File: src/dwpid_pkg.sv
// Package for the dual-wheel PID speed controller: field widths, register
// indexes and the saturating helpers; the multiplier uses only the widths.
// No dependencies.
`default_nettype none

package dwpid_pkg;

  // Field and datapath widths
  localparam int DATA_W   = 16;
  localparam int GAIN_W   = 16;
  localparam int STEP_W   = 9;
  localparam int INTEG_W  = 32;
  localparam int EXC_W    = 16;
  localparam int MUL_A_W  = 34;
  localparam int MUL_B_W  = GAIN_W + 1;
  localparam int PROD_W   = MUL_A_W + MUL_B_W;
  localparam int ACC_W    = PROD_W + 1;
  localparam int M_W      = 40;
  localparam int FRAC_W   = 16;

  localparam int DATA_MAX = 32767;
  localparam int DATA_MIN = -32768;
  localparam logic [STEP_W-1:0] STEP_RESET = STEP_W'(20);

  // Configuration register indexes
  localparam int CFG_IDX_W = 3;
  localparam logic [CFG_IDX_W-1:0] CFG_SPEED_SCALE = 3'd0;
  localparam logic [CFG_IDX_W-1:0] CFG_PROP_GAIN   = 3'd1;
  localparam logic [CFG_IDX_W-1:0] CFG_INTEG_GAIN  = 3'd2;
  localparam logic [CFG_IDX_W-1:0] CFG_DERIV_GAIN  = 3'd3;
  localparam logic [CFG_IDX_W-1:0] CFG_MAX_STEP    = 3'd4;

  // Saturate a wide signed value to the 16-bit Q8.8 range.
  function automatic logic signed [DATA_W-1:0] sat_data(input logic signed [PROD_W-1:0] v);
    logic signed [PROD_W-1:0] hi;
    logic signed [PROD_W-1:0] lo;
    hi = PROD_W'(DATA_MAX);
    lo = PROD_W'(DATA_MIN);
    if (v > hi) begin
      return DATA_W'(DATA_MAX);
    end else if (v < lo) begin
      return DATA_W'(DATA_MIN);
    end else begin
      return v[DATA_W-1:0];
    end
  endfunction

  // Saturate a 33-bit signed sum to the 32-bit integral range.
  function automatic logic signed [INTEG_W-1:0] sat_integ(input logic signed [INTEG_W:0] v);
    if (v[INTEG_W] != v[INTEG_W-1]) begin
      return v[INTEG_W] ? {1'b1, {(INTEG_W-1){1'b0}}} : {1'b0, {(INTEG_W-1){1'b1}}};
    end else begin
      return v[INTEG_W-1:0];
    end
  endfunction

endpackage

`default_nettype wire

File: src/dwpid_mul.sv
// Shared signed multiplier of the speed controller, with a registered product.
// Depends on dwpid_pkg for the operand widths.
`default_nettype none

module dwpid_mul
  import dwpid_pkg::*;
(
  input  wire logic                      clk_i,
  input  wire logic signed [MUL_A_W-1:0] a_i,
  input  wire logic signed [MUL_B_W-1:0] b_i,
  output      logic signed [PROD_W-1:0]  p_o
);

  logic signed [PROD_W-1:0] p_d;
  logic signed [PROD_W-1:0] p_q;

  // One product per cycle, registered before any use.
  assign p_d = PROD_W'(a_i) * PROD_W'(b_i);

  always_ff @(posedge clk_i) begin
    p_q <= p_d;
  end

  assign p_o = p_q;

endmodule

`default_nettype wire

File: src/dual_wheel_pid_speed_control_unit.sv
// Dual-wheel PID speed controller: top level with the sequencer and wheel state.
// Depends on dwpid_pkg and dwpid_mul.
//
// Each accepted word is one control tick for both wheels. A small sequencer
// runs the left wheel and then the right wheel through one shared 34x17
// multiplier, each through the states SPD, ERR, MP, MI, MD, AC, SLEW and
// LIM, then waits in DONE until the output register takes the result word
// and goes back to idle before the next word is taken. in_stall_o and the
// low cfg_ready_o show the busy sequencer; the result sits in an output
// register, so the next word may be accepted while it waits. Configuration
// writes are taken only while idle.
`default_nettype none

module dual_wheel_pid_speed_control_unit
  import dwpid_pkg::*;
#(
  parameter int DRIVE_LIMIT = 255,
  parameter int COUNT_WIDTH = 16,
  localparam int DRIVE_W = $clog2(DRIVE_LIMIT + 1) + 1
) (
  input  wire logic                     clk_i,
  input  wire logic                     rst_ni,
  // Configuration write channel
  input  wire logic                     cfg_valid_i,
  output      logic                     cfg_ready_o,
  input  wire logic [CFG_IDX_W-1:0]     cfg_index_i,
  input  wire logic [DATA_W-1:0]        cfg_data_i,
  // Input channel
  input  wire logic                     in_valid_i,
  output      logic                     in_stall_o,
  input  wire logic signed [DATA_W-1:0] target_left_i,
  input  wire logic signed [DATA_W-1:0] target_right_i,
  input  wire logic [COUNT_WIDTH-1:0]   count_left_i,
  input  wire logic [COUNT_WIDTH-1:0]   count_right_i,
  input  wire logic                     restart_i,
  input  wire logic                     resync_i,
  // Output channel
  output      logic                     out_valid_o,
  input  wire logic                     out_stall_i,
  output      logic signed [DRIVE_W-1:0] drive_left_o,
  output      logic signed [DRIVE_W-1:0] drive_right_o,
  output      logic signed [DATA_W-1:0] speed_left_o,
  output      logic signed [DATA_W-1:0] speed_right_o,
  output      logic                     sat_left_o,
  output      logic                     sat_right_o
);

  // Sequencer state codes
  localparam logic [3:0] S_IDLE = 4'd0;
  localparam logic [3:0] S_SPD  = 4'd1;
  localparam logic [3:0] S_ERR  = 4'd2;
  localparam logic [3:0] S_MP   = 4'd3;
  localparam logic [3:0] S_MI   = 4'd4;
  localparam logic [3:0] S_MD   = 4'd5;
  localparam logic [3:0] S_AC   = 4'd6;
  localparam logic [3:0] S_SLEW = 4'd7;
  localparam logic [3:0] S_LIM  = 4'd8;
  localparam logic [3:0] S_DONE = 4'd9;

  localparam logic signed [M_W-1:0] LIM_P = M_W'(DRIVE_LIMIT);
  localparam logic signed [M_W-1:0] LIM_N = -LIM_P;

  logic [3:0] st_q, st_d;
  logic       wheel_q, wheel_d;
  logic       busy;

  // Configuration registers
  logic [GAIN_W-1:0] scale_q, prop_q, integ_q, deriv_q;
  logic [STEP_W-1:0] step_q;

  // Latched input word
  logic signed [DATA_W-1:0]   tgt_l_q, tgt_r_q;
  logic [COUNT_WIDTH-1:0]     cnt_l_q, cnt_r_q;
  logic                       restart_q, resync_q;

  // Per-wheel controller state
  logic signed [INTEG_W-1:0]  isum_q [2];
  logic signed [DATA_W-1:0]   perr_q [2];
  logic [COUNT_WIDTH-1:0]     prev_q [2];
  logic signed [DRIVE_W-1:0]  drv_q  [2];
  logic signed [DRIVE_W-1:0]  slew_q [2];
  logic                       pend_q [2];
  logic signed [EXC_W-1:0]    exc_q  [2];

  // Working registers of the current wheel
  logic signed [DATA_W-1:0]   speed_q, speed_d;
  logic signed [DATA_W-1:0]   err_q, err_d;
  logic signed [INTEG_W-1:0]  nint_q, nint_d;
  logic signed [ACC_W-1:0]    acc_q, acc_d;
  logic signed [M_W-1:0]      msl_q, msl_d;

  // Results waiting for the output register
  logic signed [DRIVE_W-1:0]  res_drv_q [2];
  logic signed [DATA_W-1:0]   res_spd_q [2];
  logic                       res_sat_q [2];

  // Output register
  logic                       out_valid_q, out_valid_d;
  logic signed [DRIVE_W-1:0]  out_drv_l_q, out_drv_r_q;
  logic signed [DATA_W-1:0]   out_spd_l_q, out_spd_r_q;
  logic                       out_sat_l_q, out_sat_r_q;
  logic                       out_load;

  // Shared multiplier operands
  logic signed [MUL_A_W-1:0]  mul_a;
  logic signed [MUL_B_W-1:0]  mul_b;
  logic signed [PROD_W-1:0]   prod;

  // Selected wheel's operands
  logic signed [DATA_W-1:0]   tgt_sel;
  logic [COUNT_WIDTH-1:0]     cnt_sel, prev_eff, delta;
  logic signed [DATA_W:0]     err_raw;
  logic signed [ACC_W-1:0]    acc_adj;
  logic signed [M_W-1:0]      inc, m_raw, hi, lo, step_ext;
  logic                       clamp_hi, clamp_lo, clamped;
  logic signed [M_W-1:0]      m_fin, exc_wide;
  logic                       in_acc;

  assign busy        = (st_q != S_IDLE);
  assign in_stall_o  = busy;
  assign cfg_ready_o = !busy;
  assign in_acc      = in_valid_i && !busy;

  // Operand selection for the current wheel
  assign tgt_sel  = wheel_q ? tgt_r_q : tgt_l_q;
  assign cnt_sel  = wheel_q ? cnt_r_q : cnt_l_q;
  assign prev_eff = (restart_q || resync_q) ? cnt_sel : prev_q[wheel_q];
  assign delta    = cnt_sel - prev_eff;

  // Operands of the shared multiplier for each step
  always_comb begin
    mul_a = '0;
    mul_b = '0;
    case (st_q)
      S_SPD: begin
        mul_a = MUL_A_W'($signed(delta));
        mul_b = $signed({1'b0, scale_q});
      end
      S_MP: begin
        mul_a = MUL_A_W'(err_d);
        mul_b = $signed({1'b0, prop_q});
      end
      S_MI: begin
        mul_a = MUL_A_W'(nint_q);
        if (pend_q[wheel_q]) begin
          mul_a = MUL_A_W'(nint_q) + (MUL_A_W'(exc_q[wheel_q]) <<< 8);
        end
        mul_b = $signed({1'b0, integ_q});
      end
      S_MD: begin
        mul_a = MUL_A_W'(err_q) - MUL_A_W'(perr_q[wheel_q]);
        mul_b = $signed({1'b0, deriv_q});
      end
      default: begin
        mul_a = '0;
        mul_b = '0;
      end
    endcase
  end

  dwpid_mul u_mul (
    .clk_i (clk_i),
    .a_i   (mul_a),
    .b_i   (mul_b),
    .p_o   (prod)
  );

  // Speed, error and candidate integral
  assign speed_d = sat_data(prod);
  assign err_raw = (DATA_W + 1)'(tgt_sel) - (DATA_W + 1)'(speed_q);
  assign err_d   = sat_data(PROD_W'(err_raw));
  assign nint_d  = sat_integ((INTEG_W + 1)'(isum_q[wheel_q]) + (INTEG_W + 1)'(err_d));

  // Accumulation of the three PID terms; each product arrives in the cycle after its operands.
  always_comb begin
    acc_d = acc_q;
    case (st_q)
      S_MI:    acc_d = ACC_W'(prod);
      S_MD:    acc_d = acc_q + ACC_W'(prod);
      S_AC:    acc_d = acc_q + ACC_W'(prod);
      default: acc_d = acc_q;
    endcase
  end

  // Increment truncated toward zero, then slew limit around the base
  assign acc_adj  = acc_q + (acc_q[ACC_W-1] ? ACC_W'(65535) : ACC_W'(0));
  assign inc      = M_W'(acc_adj >>> FRAC_W);
  assign m_raw    = M_W'(drv_q[wheel_q]) + inc;
  assign step_ext = M_W'($signed({1'b0, step_q}));
  assign hi       = M_W'(slew_q[wheel_q]) + step_ext;
  assign lo       = M_W'(slew_q[wheel_q]) - step_ext;

  always_comb begin
    msl_d = m_raw;
    if (m_raw > hi) begin
      msl_d = hi;
    end
    if (msl_d < lo) begin
      msl_d = lo;
    end
  end

  // Clamp to the drive limit and work out the anti-windup excess
  assign clamp_hi = (msl_q > LIM_P);
  assign clamp_lo = (msl_q < LIM_N);
  assign clamped  = clamp_hi || clamp_lo;
  assign m_fin    = clamp_hi ? LIM_P : (clamp_lo ? LIM_N : msl_q);
  assign exc_wide = m_fin - msl_q;

  // Sequencer
  always_comb begin
    st_d    = st_q;
    wheel_d = wheel_q;
    case (st_q)
      S_IDLE: begin
        if (in_valid_i) begin
          st_d    = S_SPD;
          wheel_d = 1'b0;
        end
      end
      S_SPD:  st_d = S_ERR;
      S_ERR:  st_d = S_MP;
      S_MP:   st_d = S_MI;
      S_MI:   st_d = S_MD;
      S_MD:   st_d = S_AC;
      S_AC:   st_d = S_SLEW;
      S_SLEW: st_d = S_LIM;
      S_LIM: begin
        if (wheel_q) begin
          st_d = S_DONE;
        end else begin
          st_d    = S_SPD;
          wheel_d = 1'b1;
        end
      end
      S_DONE: begin
        if (out_load) begin
          st_d = S_IDLE;
        end
      end
      default: st_d = S_IDLE;
    endcase
  end

  // The output register takes the word once it is empty or being taken.
  assign out_load = (st_q == S_DONE) && (!out_valid_q || !out_stall_i);

  always_comb begin
    out_valid_d = out_valid_q && out_stall_i;
    if (out_load) begin
      out_valid_d = 1'b1;
    end
  end

  // Control and configuration registers
  always_ff @(posedge clk_i or negedge rst_ni) begin
    if (!rst_ni) begin
      st_q        <= S_IDLE;
      wheel_q     <= 1'b0;
      out_valid_q <= 1'b0;
      scale_q     <= '0;
      prop_q      <= '0;
      integ_q     <= '0;
      deriv_q     <= '0;
      step_q      <= STEP_RESET;
    end else begin
      st_q        <= st_d;
      wheel_q     <= wheel_d;
      out_valid_q <= out_valid_d;
      if (cfg_valid_i && !busy) begin
        case (cfg_index_i)
          CFG_SPEED_SCALE: scale_q <= cfg_data_i;
          CFG_PROP_GAIN:   prop_q  <= cfg_data_i;
          CFG_INTEG_GAIN:  integ_q <= cfg_data_i;
          CFG_DERIV_GAIN:  deriv_q <= cfg_data_i;
          CFG_MAX_STEP:    step_q  <= cfg_data_i[STEP_W-1:0];
          default: ;
        endcase
      end
    end
  end

  // Per-wheel controller state, cleared by reset
  always_ff @(posedge clk_i or negedge rst_ni) begin
    if (!rst_ni) begin
      for (int i = 0; i < 2; i++) begin
        isum_q[i] <= '0;
        perr_q[i] <= '0;
        prev_q[i] <= '0;
        drv_q[i]  <= '0;
        slew_q[i] <= '0;
        pend_q[i] <= 1'b0;
        exc_q[i]  <= '0;
      end
    end else begin
      if (st_q == S_SPD && restart_q) begin
        isum_q[wheel_q] <= '0;
        perr_q[wheel_q] <= '0;
        slew_q[wheel_q] <= '0;
      end
      if (st_q == S_LIM) begin
        if (clamped) begin
          exc_q[wheel_q] <= EXC_W'(exc_wide);
        end else begin
          isum_q[wheel_q] <= nint_q;
        end
        pend_q[wheel_q] <= clamped;
        perr_q[wheel_q] <= err_q;
        prev_q[wheel_q] <= cnt_sel;
        drv_q[wheel_q]  <= DRIVE_W'(m_fin);
        slew_q[wheel_q] <= DRIVE_W'(m_fin);
      end
    end
  end

  // Payload registers: input word, working values and results
  always_ff @(posedge clk_i) begin
    if (in_acc) begin
      tgt_l_q   <= target_left_i;
      tgt_r_q   <= target_right_i;
      cnt_l_q   <= count_left_i;
      cnt_r_q   <= count_right_i;
      restart_q <= restart_i;
      resync_q  <= resync_i;
    end
    if (st_q == S_ERR) begin
      speed_q <= speed_d;
    end
    if (st_q == S_MP) begin
      err_q  <= err_d;
      nint_q <= nint_d;
    end
    acc_q <= acc_d;
    if (st_q == S_SLEW) begin
      msl_q <= msl_d;
    end
    if (st_q == S_LIM) begin
      res_drv_q[wheel_q] <= DRIVE_W'(m_fin);
      res_spd_q[wheel_q] <= speed_q;
      res_sat_q[wheel_q] <= clamped;
    end
    if (out_load) begin
      out_drv_l_q <= res_drv_q[0];
      out_drv_r_q <= res_drv_q[1];
      out_spd_l_q <= res_spd_q[0];
      out_spd_r_q <= res_spd_q[1];
      out_sat_l_q <= res_sat_q[0];
      out_sat_r_q <= res_sat_q[1];
    end
  end

  assign out_valid_o   = out_valid_q;
  assign drive_left_o  = out_drv_l_q;
  assign drive_right_o = out_drv_r_q;
  assign speed_left_o  = out_spd_l_q;
  assign speed_right_o = out_spd_r_q;
  assign sat_left_o    = out_sat_l_q;
  assign sat_right_o   = out_sat_r_q;

endmodule

`default_nettype wire

File: config.mk
export PLATFORM = sky130hd
export DESIGN_NAME = dual_wheel_pid_speed_control_unit
export DESIGN_NICKNAME = d
export VERILOG_FILES = /design/src/dwpid_pkg.sv /design/src/dwpid_mul.sv /design/src/dual_wheel_pid_speed_control_unit.sv
export SDC_FILE = /design/constraint.sdc
export NUM_CORES = 2
export LEC_CHECK = 0
export ABC_AREA = 0
export BUFFER_PORTS_ARGS = -buffer_cell sky130_fd_sc_hd__buf_2
export CAP_MARGIN = 20
export CORE_MARGIN = 5
export CORE_UTILIZATION = 36
export CTS_CLUSTER_DIAMETER = 150
export DETAILED_ROUTE_END_ITERATION = 8
export PLACE_DENSITY = 0.53
export SLEW_MARGIN = 20
export SYNTH_ARGS = -nofsm -noshare
export SYNTH_HDL_FRONTEND = slang
export SYNTH_HIERARCHICAL = 1
export SYNTH_SLANG_ARGS = --single-unit
File: constraint.sdc
create_clock -name clk_i -period 12 [get_ports clk_i]
set_input_delay 2.4 -clock clk_i [delete_from_list [all_inputs] [get_ports clk_i]]
set_output_delay 2.4 -clock clk_i [all_outputs]
set_load 0.01 [all_outputs]
==> results.txt <==
- Run status: completed
- In this run, distinct cell masters in the synthesized netlist total around 110.
* Slew at the pin with the worst max-slew slack: between 1 and 1.5 ns
- Yosys printed 6 warnings.
* Final setup slack of the worst path: 1.18 ns
* Number of H-tree branching levels: 3
* Setup repair after global routing missed its margin: false
- Final worst path period share: 0.902
- Wires add up to between 150000 and 200000 um.
- The worst setup path is launched from a register.
- The initial utilization of the core area, before any placement, comes to 0.361.
- In the routed layout, each cell is associated on average with a via count of 5.24.
- Share of the yosys chip area belonging to registers: 0.302
- Minimum setup slack after placement: between 1 and 1.5 ns
* Number of maximum-capacitance violations: 0
- between 100 and 150 I/O pins were placed.
* Remaining global-route overflow: 0
* Delay of the slowest critical-path stage: 0.88 ns
- Detailed placement finished with a half-perimeter wire length of approximately 130000 um.
- For this run, design rule violations remaining after detail routing come to 0.
- Total via count in the routed design: roughly 43k
- Register cell area after layout: approximately 18000 um2
* Kind of cell with the highest combined delay on the critical path: adder cells
- Fin Clk Skew: roughly 0.020 ns
- After detailed routing, the average wire length per cell comes to 20.6 um.
- Layout filler cell count: 16.1k
- The count of pins over their slew limit was 0.
- In the synthesized netlist the async set-or-reset flop fraction comes to 0.425.
- Critical Path AT: approximately 11 ns
* Post-placement cell count: 8072
- Along the worst path, the maximum fanout reaches 35.
- TritonCTS clock tree: done
- Maximum number of pins on one net before global-route repair: just under 80
* Leading cell type in the layout, fill and taps excluded: sky130_fd_sc_hd__nand2_1
- The routed design could run at a clock period as short as between 10 and 15 ns.
* Worst hold path type: reg2reg
- Post-CTS repair timing setup buffer count: 0
- Crit end category: register
- The finished layout holds roughly 8.2k standard cells, fillers aside.
- Library cell used as clock root buffer: sky130_fd_sc_hd__clkbuf_16
- Before antenna repair, the detailed router went through 5 iterations.
- Resize count post-CTS: 0
- The number of antenna violations at the first check in global routing is 8.
- Global-route wire length before repair: around 260000 um
* Full die area: about 170000 um2
* GRT Overall Usage: 0.196
- In the final layout, the share of cells above drive strength 1 is 0.105.
- The die is 413 um tall.
- The number of global-route vias before repair is approximately 44k.
* WP buf/inv: 5
- In this run, synthesis produced a sequential element count of ~650.
- Final count of hold timing violations: 0
* Area taken by multi-input logic gates: 37400 um2
- Each instance of the synthesized netlist takes up on average between 9 and 10 um2.
* Number of DRC markers in iteration 0: 2941
- Slew Limit Headroom: 0.220
- DRT antenna net count: 0
- Final layout net count: 7058
- Syn Inst Count: between 5k and 6k
* Antenna diode count: 0
* Routability congestion estimate: approximately 0.86
* Number of rows in the core area: 148
* Max Clock Freq: 92.4 MHz
- Inserted Clock Buffers: 74
- Clock-pin slew was measured on the worst setup and hold paths at around 0.060 ns.
- Hold-fix buffer count after cts: 0
- The floorplan step defined a core boundary enclosing between 150000 and 200000 um2.
- The largest individual stage delay along the critical path comes from the cell sky130_fd_sc_hd__a221o_1.
- No sink is reached through more buffers than the 3 on the longest clock path.
- The cell that appears most often on the critical path is sky130_fd_sc_hd__fa_1.
- In this run, synthesis inferred ~320 flip-flops with an integrated enable.
- The cell area that synthesis handed to floorplanning was 58500 um2.
- During placement, the flow inserted port buffers numbering between 100 and 150.
- Commonest cells after routing, fill and taps aside: sky130_fd_sc_hd__nand2_1, sky130_fd_sc_hd__inv_1, sky130_fd_sc_hd__fa_1
- Clock sink count: 651
* Required time worst endpoint: about 13 ns
* Kind of critical path: reg2reg
* Most frequently used flop master after synthesis: sky130_fd_sc_hd__edfxtp_1
- Accumulated negative setup slack: 0 ns
* Die outline width: 413 um
- Endpoints failing setup: 0
- Post-synthesis to final-layout area growth: 9.76%
- For the worst-skew pair, the clock arrives at the later sink with an insertion delay of about 0.66 ns.
==> final timing paths <==
check | start | to | slack, ns | depth (start not counted)
max in group asynchronous | rst_ni | deriv_q[14]$_DFFE_PN0P_ | 8.20 | 3
min reg2reg | res_spd_q[0][8]$_DFFE_PP_ | speed_left_o[8]$_DFFE_PP_ | 0.41 | 0
min in group asynchronous | rst_ni | asynchronous set/reset pin | 1.67 | 1
min | res_spd_q[0][8]$_DFFE_PP_ | speed_left_o[8]$_DFFE_PP_ | 0.41 | 0
max | wheel_q$_DFFE_PN0P_ | u_mul/p_o[38]$_DFF_P_ | 1.18 | 34
max reg2reg | wheel_q$_DFFE_PN0P_ | u_mul/p_o[38]$_DFF_P_ | 1.18 | 34
==> metal layers <==
metal | routed length (um) | up-vias | global-route usage
met5 | 38 | - | 0
met4 | 4560 | 6 | 0.0550
met3 | 7440 | 198 | 0.0196
met2 | 80600 | 967 | 0.333
met1 | 76000 | 21698 | 0.266
li1 | - | 20120 | -
==> cells in the mapped netlist (33+ instances only) <==
cell,instances,area (um2)
sky130_fd_sc_hd__o21ai_0,222,1110
sky130_fd_sc_hd__a21oi_1,273,1370
sky130_fd_sc_hd__a22oi_1,38,285
sky130_fd_sc_hd__a31oi_1,33,206
sky130_fd_sc_hd__nand2b_1,36,225
sky130_fd_sc_hd__fa_1,561,11200
sky130_fd_sc_hd__xnor2_1,176,1540
sky130_fd_sc_hd__nor2_1,228,856
sky130_fd_sc_hd__clkbuf_1,202,758
sky130_fd_sc_hd__ha_1,434,5430
sky130_fd_sc_hd__inv_1,714,2680
sky130_fd_sc_hd__edfxtp_1,323,9700
sky130_fd_sc_hd__a22o_1,98,858
sky130_fd_sc_hd__and3_1,35,219
sky130_fd_sc_hd__a21o_1,141,1060
sky130_fd_sc_hd__nand3_1,59,295
sky130_fd_sc_hd__mux2i_1,85,851
sky130_fd_sc_hd__nor3_1,48,240
sky130_fd_sc_hd__and2_1,273,1710
sky130_fd_sc_hd__mux2_2,190,2140
sky130_fd_sc_hd__xor2_1,89,780
sky130_fd_sc_hd__o21a_1,40,300
sky130_fd_sc_hd__nand2_1,779,2920
sky130_fd_sc_hd__dfxtp_1,51,1020
sky130_fd_sc_hd__nand4_1,63,394
sky130_fd_sc_hd__dfrtp_1,275,6880
==> area by class of cell <==
class	count	area share
clock buffers	109	0.0338
clock inverters	26	0.00388
inverters	716	0.0418
multi-input cells	4306	0.582
flip-flops and latches	651	0.275
well taps	2175	0.0424
repair buffers	224	0.0209
==> kinds of logic (layout without fill, tap and decap cells) <==
group                    after synthesis  in the layout  synth area share
AO/OA/AOI/OAI                       1111           1111             0.127
XOR/XNOR                             266            266            0.0401
adder cells (fa/ha/maj)             1000           1000             0.286
buffers and inverters                944           1075            0.0617
flip-flops                           651            651             0.302
multiplexers                         275            275            0.0511
other                                  1              5         0.0000641
AND/OR/NAND/NOR                     1649           1649             0.132
==> stage by stage <==
step            util  instance area (um2)  hold slack, ns
5_1_grt        0.396                64200           0.421
6_report       0.396                64200           0.414
2_1_floorplan      -                58500           0.400
3_3_place_gp   0.381                61800           0.401
4_1_cts        0.396                64200           0.417
3_5_place_dp   0.381                61800           0.405
==> worst register-to-register path, delay by kind of cell (launching register included) <==
family	cells	cell delay, ns
compound gates	11	3.49
xor+xnor	2	0.52
simple gates	5	0.84
flops	1	0.83
buf+inv	5	0.65
fa+ha+maj	9	4.10
mux	2	0.30
Power is left out: the tool's default activity adds up to more than one toggle a clock period on the data nets, which glitch-free logic cannot reach.
